**config.mk**
```make
export PLATFORM = sky130hd
export DESIGN_NAME = clc_ctrl
export DESIGN_NICKNAME = d
export VERILOG_FILES = /design/src/rtl/clc_pkg.sv /design/src/rtl/clc_ctrl.sv
export VERILOG_INCLUDE_DIRS = /design/src /design/src/rtl
export SDC_FILE = /design/constraint.sdc
export NUM_CORES = 1
export LEC_CHECK = 0
export BUFFER_PORTS_ARGS = -buffer_cell sky130_fd_sc_hd__clkbuf_2
export CAP_MARGIN = 20
export CELL_PAD_IN_SITES_DETAIL_PLACEMENT = 0
export CELL_PAD_IN_SITES_GLOBAL_PLACEMENT = 1
export CORE_ASPECT_RATIO = 1.25
export CORE_MARGIN = 2
export CORE_UTILIZATION = 10
export DETAILED_ROUTE_END_ITERATION = 12
export GPL_ROUTABILITY_DRIVEN = 0
export PLACE_DENSITY = 0.88
export SYNTH_ARGS = -nofsm -noshare
export SYNTH_HDL_FRONTEND = slang
export SYNTH_SLANG_ARGS = --single-unit
```
**constraint.sdc**
```tcl
create_clock -name clk_i -period 2.6 [get_ports clk_i]
set_input_delay 0.13 -clock clk_i [delete_from_list [all_inputs] [get_ports clk_i]]
set_output_delay 0.13 -clock clk_i [all_outputs]
set_load 0.005 [all_outputs]
```
**src/rtl/conv_lstm_cell_forward_core_assert.svh**
```systemverilog
// Assertion macros for the convolutional LSTM cell RTL.
// Depends on nothing; included by clc_ctrl, which checks its own logic.
`ifndef CONV_LSTM_CELL_FORWARD_CORE_ASSERT_SVH
`define CONV_LSTM_CELL_FORWARD_CORE_ASSERT_SVH
// Implication checked on every clock edge outside reset.
`define CLC_ASSERT_IMP(lbl, clk, rstn, ante, cons) \
  lbl: assert property (@(posedge clk) disable iff (!rstn) (ante) |-> (cons)) \
    else $error("assertion failed");
// Implication whose consequent is checked in the next cycle.
`define CLC_ASSERT_NEXT(lbl, clk, rstn, ante, cons) \
  lbl: assert property (@(posedge clk) disable iff (!rstn) (ante) |=> (cons)) \
    else $error("assertion failed");
`endif

```
**src/rtl/clc_pkg.sv**
```systemverilog
// Package for the convolutional LSTM cell: payload types, state codes and constants.
// Depends on nothing.
`timescale 1ns / 1ps
package clc_pkg;
  typedef struct packed {
    logic              operation;
    logic [1:0]        gate_select;
    logic [5:0]        channel;
    logic [4:0]        tap;
    logic signed [15:0] sample_value;
    logic signed [15:0] prev_cell;
    logic              last_tap;
  } req_t;

  typedef struct packed {
    logic signed [15:0] hidden_out;
    logic signed [15:0] cell_out;
    logic [5:0]         channel_out;
  } rsp_t;

  localparam logic OP_WRITE  = 1'b0;
  localparam logic OP_SAMPLE = 1'b1;

  // Gate table codes for weight writes.
  localparam logic [1:0] GATE_CAND = 2'd0;
  localparam logic [1:0] GATE_IN   = 2'd1;
  localparam logic [1:0] GATE_FORG = 2'd2;
  localparam logic [1:0] GATE_OUT  = 2'd3;

  // Datapath commands from the controller.
  typedef struct packed {
    logic        mem_wr;     // write weight
    logic        mem_rd;     // read four weights of a tap
    logic        mac;        // accumulate registered weights
    logic        fin_start;  // start gate evaluation
    logic        clear;      // clear gate sums
  } cmd_t;

  typedef struct packed {
    logic fin_done;
  } sts_t;

  localparam logic [31:0] ONE_Q30 = 32'd1073741824;
  localparam logic [31:0] EXP_SEED = 32'd1073217664;
  localparam logic signed [39:0] SUM_MAX = 40'sh7F_FFFF_FFFF;
  localparam logic signed [39:0] SUM_MIN = 40'sh80_0000_0000;

  // Finish-sequencer state codes.
  localparam logic [2:0] F_IDLE = 3'd0;
  localparam logic [2:0] F_PRE  = 3'd1;
  localparam logic [2:0] F_EXP  = 3'd2;
  localparam logic [2:0] F_DIV  = 3'd3;
  localparam logic [2:0] F_CELL = 3'd4;
  localparam logic [2:0] F_HID  = 3'd5;
  localparam logic [2:0] F_DONE = 3'd6;
endpackage

```
**src/rtl/clc_ctrl.sv**
```systemverilog
// Controller: request handshake, accumulate timing, finish and result hand-off.
// Depends on clc_pkg and the assertion macro header.
`timescale 1ns / 1ps
`include "conv_lstm_cell_forward_core_assert.svh"
module clc_ctrl (
  input  logic          clk_i,
  input  logic          rst_ni,
  input  logic          in_valid_i,
  output logic          in_ready_o,
  input  clc_pkg::req_t req_i,
  output logic          out_valid_o,
  input  logic          out_ready_i,
  output clc_pkg::cmd_t cmd_o,
  input  clc_pkg::sts_t sts_i
);
  localparam logic [1:0] S_RUN  = 2'd0;
  localparam logic [1:0] S_FIN  = 2'd1;
  localparam logic [1:0] S_OUT  = 2'd2;

  logic [1:0] st_q, st_d;
  logic       mac_q, last_q, acc;

  assign in_ready_o  = (st_q == S_RUN) && !(mac_q && last_q);
  assign acc         = in_valid_i && in_ready_o;
  assign out_valid_o = (st_q == S_OUT);

  always_comb begin
    cmd_o.mem_wr    = acc && req_i.operation == clc_pkg::OP_WRITE;
    cmd_o.mem_rd    = acc && req_i.operation == clc_pkg::OP_SAMPLE;
    cmd_o.mac       = mac_q;
    cmd_o.fin_start = (st_q == S_RUN) && mac_q && last_q;
    cmd_o.clear     = (st_q == S_OUT) && out_ready_i;
    st_d = st_q;
    case (st_q)
      S_RUN: if (mac_q && last_q) st_d = S_FIN;
      S_FIN: if (sts_i.fin_done) st_d = S_OUT;
      S_OUT: if (out_ready_i) st_d = S_RUN;
      default: st_d = S_RUN;
    endcase
  end

  // Sample read this cycle accumulates next cycle.
  always_ff @(posedge clk_i or negedge rst_ni) begin
    if (!rst_ni) begin
      st_q <= S_RUN; mac_q <= 1'b0; last_q <= 1'b0;
    end else begin
      st_q   <= st_d;
      mac_q  <= cmd_o.mem_rd;
      last_q <= cmd_o.mem_rd && req_i.last_tap;
    end
  end

  `CLC_ASSERT_IMP(a_no_accept_busy, clk_i, rst_ni, st_q != S_RUN, !in_ready_o)
  `CLC_ASSERT_NEXT(a_fin_follows, clk_i, rst_ni, cmd_o.fin_start, st_q == S_FIN)
  `CLC_ASSERT_IMP(a_out_hold, clk_i, rst_ni, out_valid_o && !out_ready_i, st_d == S_OUT)
endmodule
```
# Word-level counts from Yosys, hierarchy flattened

Cells that the tools add are included.

Word-level logic and storage cells: 25
Input port bits: 52
Register bits after elaboration: 4
Output and inout port bits: 7

Reductions and logical operators: 12
Eq/ne operators: 5
Multiplexer cells: 4
Bitwise operators: 1

Operator list:

| kind               | count |
|---|---|
| $logic_and 1x1->1  | 9 |
| $mux 2             | 3 |
| $pmux 2 s3         | 1 |
| $ne 2x1->1 const B | 2 |
| $reduce_and 3->1   | 1 |
| $eq 2x1->1 const B | 1 |
| $eq 2x2->1 const B | 1 |
| $logic_not 2->1    | 1 |
| $ne 2x2->1 const B | 1 |
| $logic_not 1->1    | 1 |
| $not 1->1          | 1 |

# Depth between registers and ports, before layout

Gate-level depths: netlist (run 1).

Word-level depth: 6
Gate-level depth with buffers: 2
Gate-level depth less buffers: 2

# Worst setup path before layout (run 1)

OpenSTA, ideal clock, no wires.

Path kind: register to output
Start point: reg st_q[1]
End point: out cmd_o[4] (netlist bit)
Data required time: 2.470 ns
Arrival: 0.887 ns
Path buffers: 0
Setup slack: 1.583 ns
Cell stages (with the launch flop): 3
Path through: dfrtp_1 > a211o_1 > nor3b_2

RTL lines:

| what                     | RTL line       | RTL |
|---|---|---|
| start: declaration       | clc_ctrl.sv:20 | `logic [1:0] st_q, st_d;` |
| start signal: assignment | clc_ctrl.sv:47 | `st_q <= st_d;` |
| end: declaration         | clc_ctrl.sv:13 | `output clc_pkg::cmd_t cmd_o,` |

==> results of run 1 <==
## worst max-delay path: cells and delay by family (launching register included)
family / cells / cell delay, ps
DFF: 1 / 410
buffers and inverters: 1 / 130
AOI/OAI and AO/OA: 1 / 340
and+or+nand+nor: 1 / 160
## state kept, by name, summed over array words and instances (netlist names)
name / count
last_q: 1
mac_q: 1
st_q: 2
## layout make-up
class                           count  area [µm²]
Clock buffer                        3        22.5
Fill cell                         224        1640
Sequential cell                     4         100
Multi-Input combinational cell     14        88.8
Timing Repair Buffer               14        75.1
Tap cell                           20        25.0
Inverter                            2        7.51
## power by group through the flow
stage / Combinational [µW] / Clock (µW) / Sequential, µW
final: 23.3 / 76.5 / 68.3
after global routing: 26.8 / 84.9 / 68.8
after CTS: 24.1 / 82.5 / 68.4
after detailed placement: 22.7 / 0 / 69.2
after global placement: 22.3 / 0 / 69.0
after floorplan: 10.8 / 0 / 68.6
## worst max-delay path by stage
stage	startpoint	to	cells after the start
5_1_grt	st_q[1]	cmd_o[4]	3
2_1_floorplan	st_q[1]	cmd_o[4]	2
4_1_cts	st_q[1]	cmd_o[4]	3
6_report	st_q[1]	cmd_o[4]	3
3_3_place_gp	st_q[1]	cmd_o[4]	3
3_5_place_dp	st_q[1]	cmd_o[4]	3
## timing repair
action / 4_1_cts / 5_1_grt
resized for setup: 0 / 0
hold buffers: 1 / 0
endpoints found under the hold margin: 4 / 0
## through the flow
| step | std cells | total power [µW] | area [µm²] |
|---|---|---|---|
| after floorplan | 21 | 79.4 | 204 |
| after global placement | 53 | 91.3 | 287 |
| after detailed placement | 53 | 91.9 | 287 |
| after CTS | 57 | 175 | 319 |
| after global routing | 57 | 181 | 319 |
| final | 57 | 168 | 319 |
## per-layer routing
layer | track usage | wire length, µm | part of all wire
met1 | 0.0495 | 204 | 0.44
met2 | 0.0637 | 225 | 0.48
met5 | 0 | 0 | 0
met4 | 0.0455 | 0 | 0
met3 | 0.0198 | 35 | 0.075
## logic make-up (layout without fill, tap and decap cells)
logic type	count (synthesis)	after routing	share of synthesized area
buffers and inverters	3	19	0.0736
AND/OR/NAND/NOR	11	11	0.313
AO/OA/AOI/OAI	3	3	0.123
flip-flops	4	4	0.491
## placed cells by master (no fill, tap or decap)
cell,count
nor3_1,1
a211o_1,1
and2_1,1
nand2_1,3
dlygate4sd3_1,1
nor2_1,2
or3b_1,1
clkbuf_2,13
clkbuf_4,3
o31ai_1,1
nand3_1,1
dfrtp_1,4
o2bb2ai_1,1
inv_1,2
and2b_1,1
nor3b_2,1
==> results.sh, run 1 <==
export IMPL_final_core_util=0.163
export IMPL_vias=207
export IMPL_portBuffers=13
export IMPL_switching_share=0.229
export IMPL_hold_start="req_i[0]"
export IMPL_hold_class="primary input to register"
export IMPL_maxSlewViolCount=0
export IMPL_period_needed_ps=1410
export IMPL_synth_cells=21
export IMPL_syn_area_um2=204
export IMPL_relSlewSlack=0.856
export IMPL_max_stage_delay_ps=410
export IMPL_synth_most_common_cell="dfrtp_1"
export IMPL_status="completed"
export IMPL_worstReg2RegStart="st_q[1]"
export IMPL_crit_path_cell_trace="a211o_1 -> nor3b_2 -> clkbuf_2"
export IMPL_path_max_fanout=6
export IMPL_r2r_slack_ps=1620
export IMPL_grt_ovfl_total=0
export IMPL_synth_edf_count=0
export IMPL_syn_mean_instance_area_um2=9.71
export IMPL_whs_ps=117
export IMPL_clk_pin_slew_ps=40
export IMPL_cp_arrival_ps=1280
export IMPL_path_class="register to output port"
export IMPL_whs_path_depth=3
export IMPL_report_final_hold_viol_count=0
export IMPL_finClkSkew_ps=0.970
export IMPL_grt_pass1_wl_um=745
export IMPL_setup_viol=0
export IMPL_cts_sinks=4
export IMPL_firstDrtPassIters=4
export IMPL_cts_buffers=3
export IMPL_p_leak_uw=0.000177
export IMPL_synthFlopType="dfrtp_1"
export IMPL_reg2regPathDepth=2
export IMPL_hold_end="last_q"
export IMPL_ir_drop_uv=169
export IMPL_clkPwrFrac=0.455
export IMPL_nets=91
export IMPL_finalCritPeriodShare=0.541
export IMPL_root_buffer="clkbuf_4"
export IMPL_clock_latency_ps=230
export IMPL_die_y_um=54.5
export IMPL_grt_antenna_before_repair=0
export IMPL_required_ps=2470
export IMPL_max_cap_violations=0
export IMPL_setup_tns_final_ps=0
export IMPL_max_freq_ghz=0.711
export IMPL_diodes=0
export IMPL_yosys_top_cells_count="dfrtp_1, nand2_1, inv_1, nor2_1"
export IMPL_ys_seq_elements=4
export IMPL_drive_gt1_frac=0.459
export IMPL_synth_cell_types=14
export IMPL_core_area_mm2=0.00196
export IMPL_grt_start_max_net_pins=7
export IMPL_synthTopCellsByArea="dfrtp_1, nor3b_2, nand2_1, a211o_1, o2bb2ai_1"
export IMPL_synth_nets=73
export IMPL_yosys_area_top_type="dfrtp_1"
export IMPL_post_cts_buffers=0
export IMPL_wire_per_inst_um=8.16
export IMPL_worst_slack_ps=1190
export IMPL_via_per_inst=3.63
export IMPL_wl_um=465
export IMPL_crit_slowest_cell="dfrtp_1"
export IMPL_post_place_ws_ps=1430
export IMPL_clk_path_buf_depth=2
export IMPL_drcViolationCount=0
export IMPL_rsz0062_at_grt="no"
export IMPL_drtIter0Drc=2
export IMPL_critPathLaunchType="register"
export IMPL_grt_pass1_vias=191
export IMPL_cts_htree_levels=1
export IMPL_endpoint_kind="output port"
export IMPL_grt_use_total=0.0454
export IMPL_start_util=0.104
export IMPL_die_x_um=44.4
export IMPL_ys_warn_count=0
export IMPL_syn2layout_area_growth_pct=56.4
export IMPL_synth_top_cell_area_share=0.491
export IMPL_comb_power_share=0.138
export IMPL_ys_async_sr_fraction=1.00
export IMPL_yosysSeqAreaShare=0.491
export IMPL_postRouteAntennaNets=0
export IMPL_seq_power_share=0.407
export IMPL_worst_pin_slew_ps=215
export IMPL_switchingPower_uw=38.5
export IMPL_ioPinCount=59
export IMPL_intPower_uw=130
export IMPL_r2r_end="mac_q"
export IMPL_rows=18
export IMPL_cts_tree="yes"
export IMPL_die_area_mm2=0.00242
export IMPL_powerDensity_mw_per_mm2=527
Power figures use the tool's default switching activity.
==> run 2, diff against run 1 <==
- clock period: 2.6 -> 1.4 ns (I/O delays scaled with it)
==> results.sh, run 2 (same netlist as run 1, synthesis figures left out) <==
export IMPL_critPathLaunchType="register"
export IMPL_wire_per_inst_um=8.21
export IMPL_grt_use_total=0.0454
export IMPL_postRouteAntennaNets=0
export IMPL_die_area_mm2=0.00242
export IMPL_wl_um=501
export IMPL_die_x_um=44.4
export IMPL_worst_pin_slew_ps=215
export IMPL_reg_largest_list="st_q x2, last_q x1, mac_q x1"
export IMPL_nets=95
export IMPL_finClkSkew_ps=0.677
export IMPL_core_area_mm2=0.00196
export IMPL_grt_pass1_vias=191
export IMPL_grt_ovfl_total=0
export IMPL_top_register="st_q"
export IMPL_final_common_cell="clkbuf_2"
export IMPL_period_needed_ps=1330
export IMPL_via_per_inst=3.67
export IMPL_setup_viol=0
export IMPL_cts_sinks=4
export IMPL_intPower_uw=249
export IMPL_powerDensity_mw_per_mm2=925
export IMPL_power_uw=323
export IMPL_critical_path_top_delay_family="flip-flops"
export IMPL_diodes=0
export IMPL_finalCritPeriodShare=0.947
export IMPL_status="completed"
export IMPL_max_cap_violations=0
export IMPL_grt_antenna_before_repair=0
export IMPL_use_met2=0.0637
export IMPL_cts_buffers=3
export IMPL_switchingPower_uw=74.1
export IMPL_fillCellCount=223
export IMPL_clk_path_buf_depth=2
export IMPL_seq_power_share=0.389
export IMPL_syn2layout_area_growth_pct=71.2
export IMPL_hold_class="primary input to register"
export IMPL_cts_tree="yes"
export IMPL_vias=224
export IMPL_crit_path_cell_trace="a211o_1 -> nor3b_2 -> buf_2"
export IMPL_relSlewSlack=0.856
export IMPL_die_y_um=54.5
export IMPL_required_ps=1330
export IMPL_maxSlewViolCount=0
export IMPL_whs_ps=56.5
export IMPL_ioPinCount=59
export IMPL_comb_power_share=0.170
export IMPL_max_freq_ghz=0.754
export IMPL_path_max_fanout=4
export IMPL_clk_pin_slew_ps=40
export IMPL_grt_start_max_net_pins=7
export IMPL_drcViolationCount=0
export IMPL_largest_register_ffs=2
export IMPL_ir_drop_uv=309
export IMPL_rows=18
export IMPL_cts_htree_levels=1
export IMPL_path_class="register to output port"
export IMPL_clock_latency_ps=230
export IMPL_drive_gt1_frac=0.512
export IMPL_cp_num_buf_inv=1
export IMPL_switching_share=0.230
export IMPL_report_final_hold_viol_count=0
export IMPL_layout_common_cells="clkbuf_2, dfrtp_1, buf_4"
export IMPL_p_leak_uw=0.000198
export IMPL_drtIter0Drc=0
export IMPL_grt_use_met3=0.0198
export IMPL_root_buffer="clkbuf_4"
export IMPL_start_util=0.104
export IMPL_cp_arrival_ps=1260
export IMPL_top_usage_layer="met2"
export IMPL_max_stage_delay_ps=370
export IMPL_portBuffers=13
export IMPL_firstDrtPassIters=1
export IMPL_globalRouteMet1Util=0.0495
export IMPL_grt_pass1_wl_um=745
export IMPL_endpoint_kind="output port"
export IMPL_crit_slowest_cell="dfrtp_1"
export IMPL_clkPwrFrac=0.442
==> run 2: through the flow <==
stage          TNS (ps)  cells  cell area (µm²)  setup slack, ps   util
3_5_place_dp          0     53              287              289  0.146
5_1_grt           -11.5     61              349            -11.5  0.178
6_report              0     61              349             74.1  0.178
3_3_place_gp          0     53              287              307  0.146
2_1_floorplan         0     21              204              441      -
4_1_cts               0     57              319             28.1  0.163
==> run 2: layout make-up <==
type,count,area (µm²),share of cell area
multi-input combinational,14,88.8,0.254
inverter,2,7.51,0.0215
sequential,4,100,0.287
timing repair buffer,18,105,0.301
tap,20,25.0,0.0717
clock buffer,3,22.5,0.0645
==> run 2: worst paths after layout <==
kind                       startpoint  endpoint  slack (ps)  cells after the start
min in group asynchronous      rst_ni   st_q[1]         190                      2
setup / recovery                mac_q  cmd_o[4]          70                      3
setup reg to reg              st_q[1]   st_q[0]         310                      3
max in group asynchronous      rst_ni   st_q[0]        1080                      2
hold reg to reg               st_q[1]   st_q[1]         500                      1
hold / removal               req_i[0]    last_q          60                      3
==> run 2: layer usage <==
layer  vias to the layer above  share of wire  wire length [µm]
met5                         -              0                 0
met4                         0              0                 0
met3                         0          0.070                35
met1                       102           0.42               211
met2                        10           0.50               253
li1                        112              -                 -
==> run 2: worst min-delay path, cell delays in order <==
cell      delay [ps]
clkbuf_2          80
nand3_1           70
nor2_1            30
==> run 2: power groups by stage <==
stage          combinational, µW  sequential [µW]  clock, µW
2_1_floorplan               20.1              127          0
3_3_place_gp                41.4              128          0
3_5_place_dp                42.2              128          0
4_1_cts                     44.7              127        153
5_1_grt                     62.3              126        158
6_report                    54.7              125        143
==> run 2: what timing repair did <==
item / CTS / global route
buffers inserted: 0 / 4
hold buffers: 1 / 0
endpoints found under the setup margin: 0 / 2
resized for setup: 0 / 1
hold endpoints to repair: 4 / 0
==> run 3, diff against run 2 <==
- REMOVE_ABC_BUFFERS: unset -> 1
==> results.sh, run 3 (same netlist as run 1, synthesis figures left out) <==
export IMPL_status="completed"
export IMPL_rows=18
export IMPL_seq_power_share=0.402
export IMPL_cts_tree="yes"
export IMPL_crit_path_cell_trace="a211o_1 -> nor3b_2 -> buf_2"
export IMPL_path_class="register to output port"
export IMPL_clk_pin_slew_ps=40
export IMPL_final_core_util=0.172
export IMPL_switching_share=0.222
export IMPL_critPathLaunchType="register"
export IMPL_maxSlewViolCount=0
export IMPL_powerDensity_mw_per_mm2=932
export IMPL_cts_htree_levels=1
export IMPL_final_common_cell="clkbuf_2"
export IMPL_finalCritPeriodShare=0.961
export IMPL_power_uw=314
export IMPL_grt_start_max_net_pins=7
export IMPL_ioPinCount=59
export IMPL_clock_latency_ps=230
export IMPL_grt_use_total=0.0468
export IMPL_finClkSkew_ps=0.727
export IMPL_grt_pass1_wl_um=752
export IMPL_die_area_mm2=0.00242
export IMPL_die_x_um=44.4
export IMPL_root_buffer="clkbuf_4"
export IMPL_via_per_inst=3.56
export IMPL_postRouteAntennaNets=0
export IMPL_setup_viol=0
export IMPL_largest_register_ffs=2
export IMPL_drive_gt1_frac=0.513
export IMPL_intPower_uw=244
export IMPL_reg2regPathDepth=3
export IMPL_crit_slowest_cell="dfrtp_1"
export IMPL_worst_pin_slew_ps=199
export IMPL_grt_pass1_vias=184
export IMPL_whs_path_depth=3
export IMPL_grt_ovfl_total=0
export IMPL_relSlewSlack=0.866
export IMPL_portBuffers=13
export IMPL_cp_arrival_ps=1280
export IMPL_period_needed_ps=1350
export IMPL_die_y_um=54.5
export IMPL_path_max_fanout=4
export IMPL_cts_sinks=4
export IMPL_start_util=0.104
export IMPL_clk_path_buf_depth=2
export IMPL_cts_buffers=3
export IMPL_vias=210
export IMPL_endpoint_kind="output port"
export IMPL_required_ps=1330
export IMPL_drtIter0Drc=1
export IMPL_firstDrtPassIters=2
export IMPL_nets=93
export IMPL_core_area_mm2=0.00196
export IMPL_syn2layout_area_growth_pct=65.0
export IMPL_layout_common_cells="clkbuf_2, dfrtp_1, nand2_1, clkbuf_4"
export IMPL_max_stage_delay_ps=390
export IMPL_top_register="st_q"
export IMPL_report_final_hold_viol_count=0
export IMPL_comb_power_share=0.159
export IMPL_max_freq_ghz=0.743
export IMPL_switchingPower_uw=69.5
export IMPL_max_cap_violations=0
export IMPL_wire_per_inst_um=8.02
export IMPL_wl_um=473
export IMPL_diodes=0
export IMPL_p_leak_uw=0.000187
export IMPL_reg_largest_list="st_q x2, last_q x1, mac_q x1"
export IMPL_hold_class="primary input to register"
export IMPL_drcViolationCount=0
export IMPL_grt_antenna_before_repair=0
export IMPL_ir_drop_uv=202
export IMPL_clkPwrFrac=0.438
export IMPL_rsz0062_at_grt="yes"
[run 3: path summary, 6_finish.rpt]
path | slack, ps | start | to
max | 50 | st_q[0] | cmd_o[4]
min | 80 | in_valid_i | mac_q
max reg2reg | 380 | st_q[0] | st_q[0]
min reg2reg | 510 | st_q[0] | st_q[0]
max in group asynchronous | 1090 | rst_ni | last_q
min in group asynchronous | 190 | rst_ni | st_q[1]
[run 3: power by group through the flow]
stage	logic (µW)	clock network, µW	registers, µW
2_1_floorplan	17.1	0	128
3_3_place_gp	40.6	0	128
3_5_place_dp	41.6	0	128
4_1_cts	44.3	150	127
5_1_grt	56.5	157	127
6_report	50.0	138	126
[run 3: metal layers]
metal  track usage  vias to the layer above  share of wire
li1              -                      108              -
met1        0.0536                       88           0.49
met2        0.0564                       14           0.40
met3        0.0297                        0           0.11
met4        0.0455                        0              0
met5             0                        -              0
[run 3: critical path, delay by kind of cell, from the launching register on]
| family | cells | cell delay [ps] |
|---|---|---|
| DFF | 1 | 390 |
| AOI/OAI and AO/OA | 1 | 350 |
| and+or+nand+nor | 1 | 180 |
| buffers and inverters | 1 | 120 |
[run 3: area by class of cell]
cell class | instances | area [µm²]
inverter | 2 | 7.51
tap | 20 | 25.0
timing repair buffer | 16 | 90.1
sequential | 4 | 100
clock buffer | 3 | 22.5
multi-input combinational | 14 | 91.3
fill | 214 | 1620
[run 3: what timing repair did]
item | 4_1_cts | 5_1_grt
setup endpoints to repair | 0 | 2
setup buffers | 0 | 2
hold endpoints to repair | 4 | 0
resized for setup | 0 | 2
hold buffers | 1 | 0
[run 3: stage by stage]
stage / area (µm²) / hold WS [ps] / worst slack (ps) / std cells / TNS, ps
3_3_place_gp: 287 / -123 / 297 / 53 / 0
2_1_floorplan: 196 / -226 / 431 / 20 / 0
3_5_place_dp: 287 / -121 / 263 / 53 / 0
6_report: 337 / 83.8 / 54.9 / 59 / 0
4_1_cts: 319 / 64.7 / 2.85 / 57 / 0
5_1_grt: 337 / 95.9 / -26.6 / 59 / -26.6
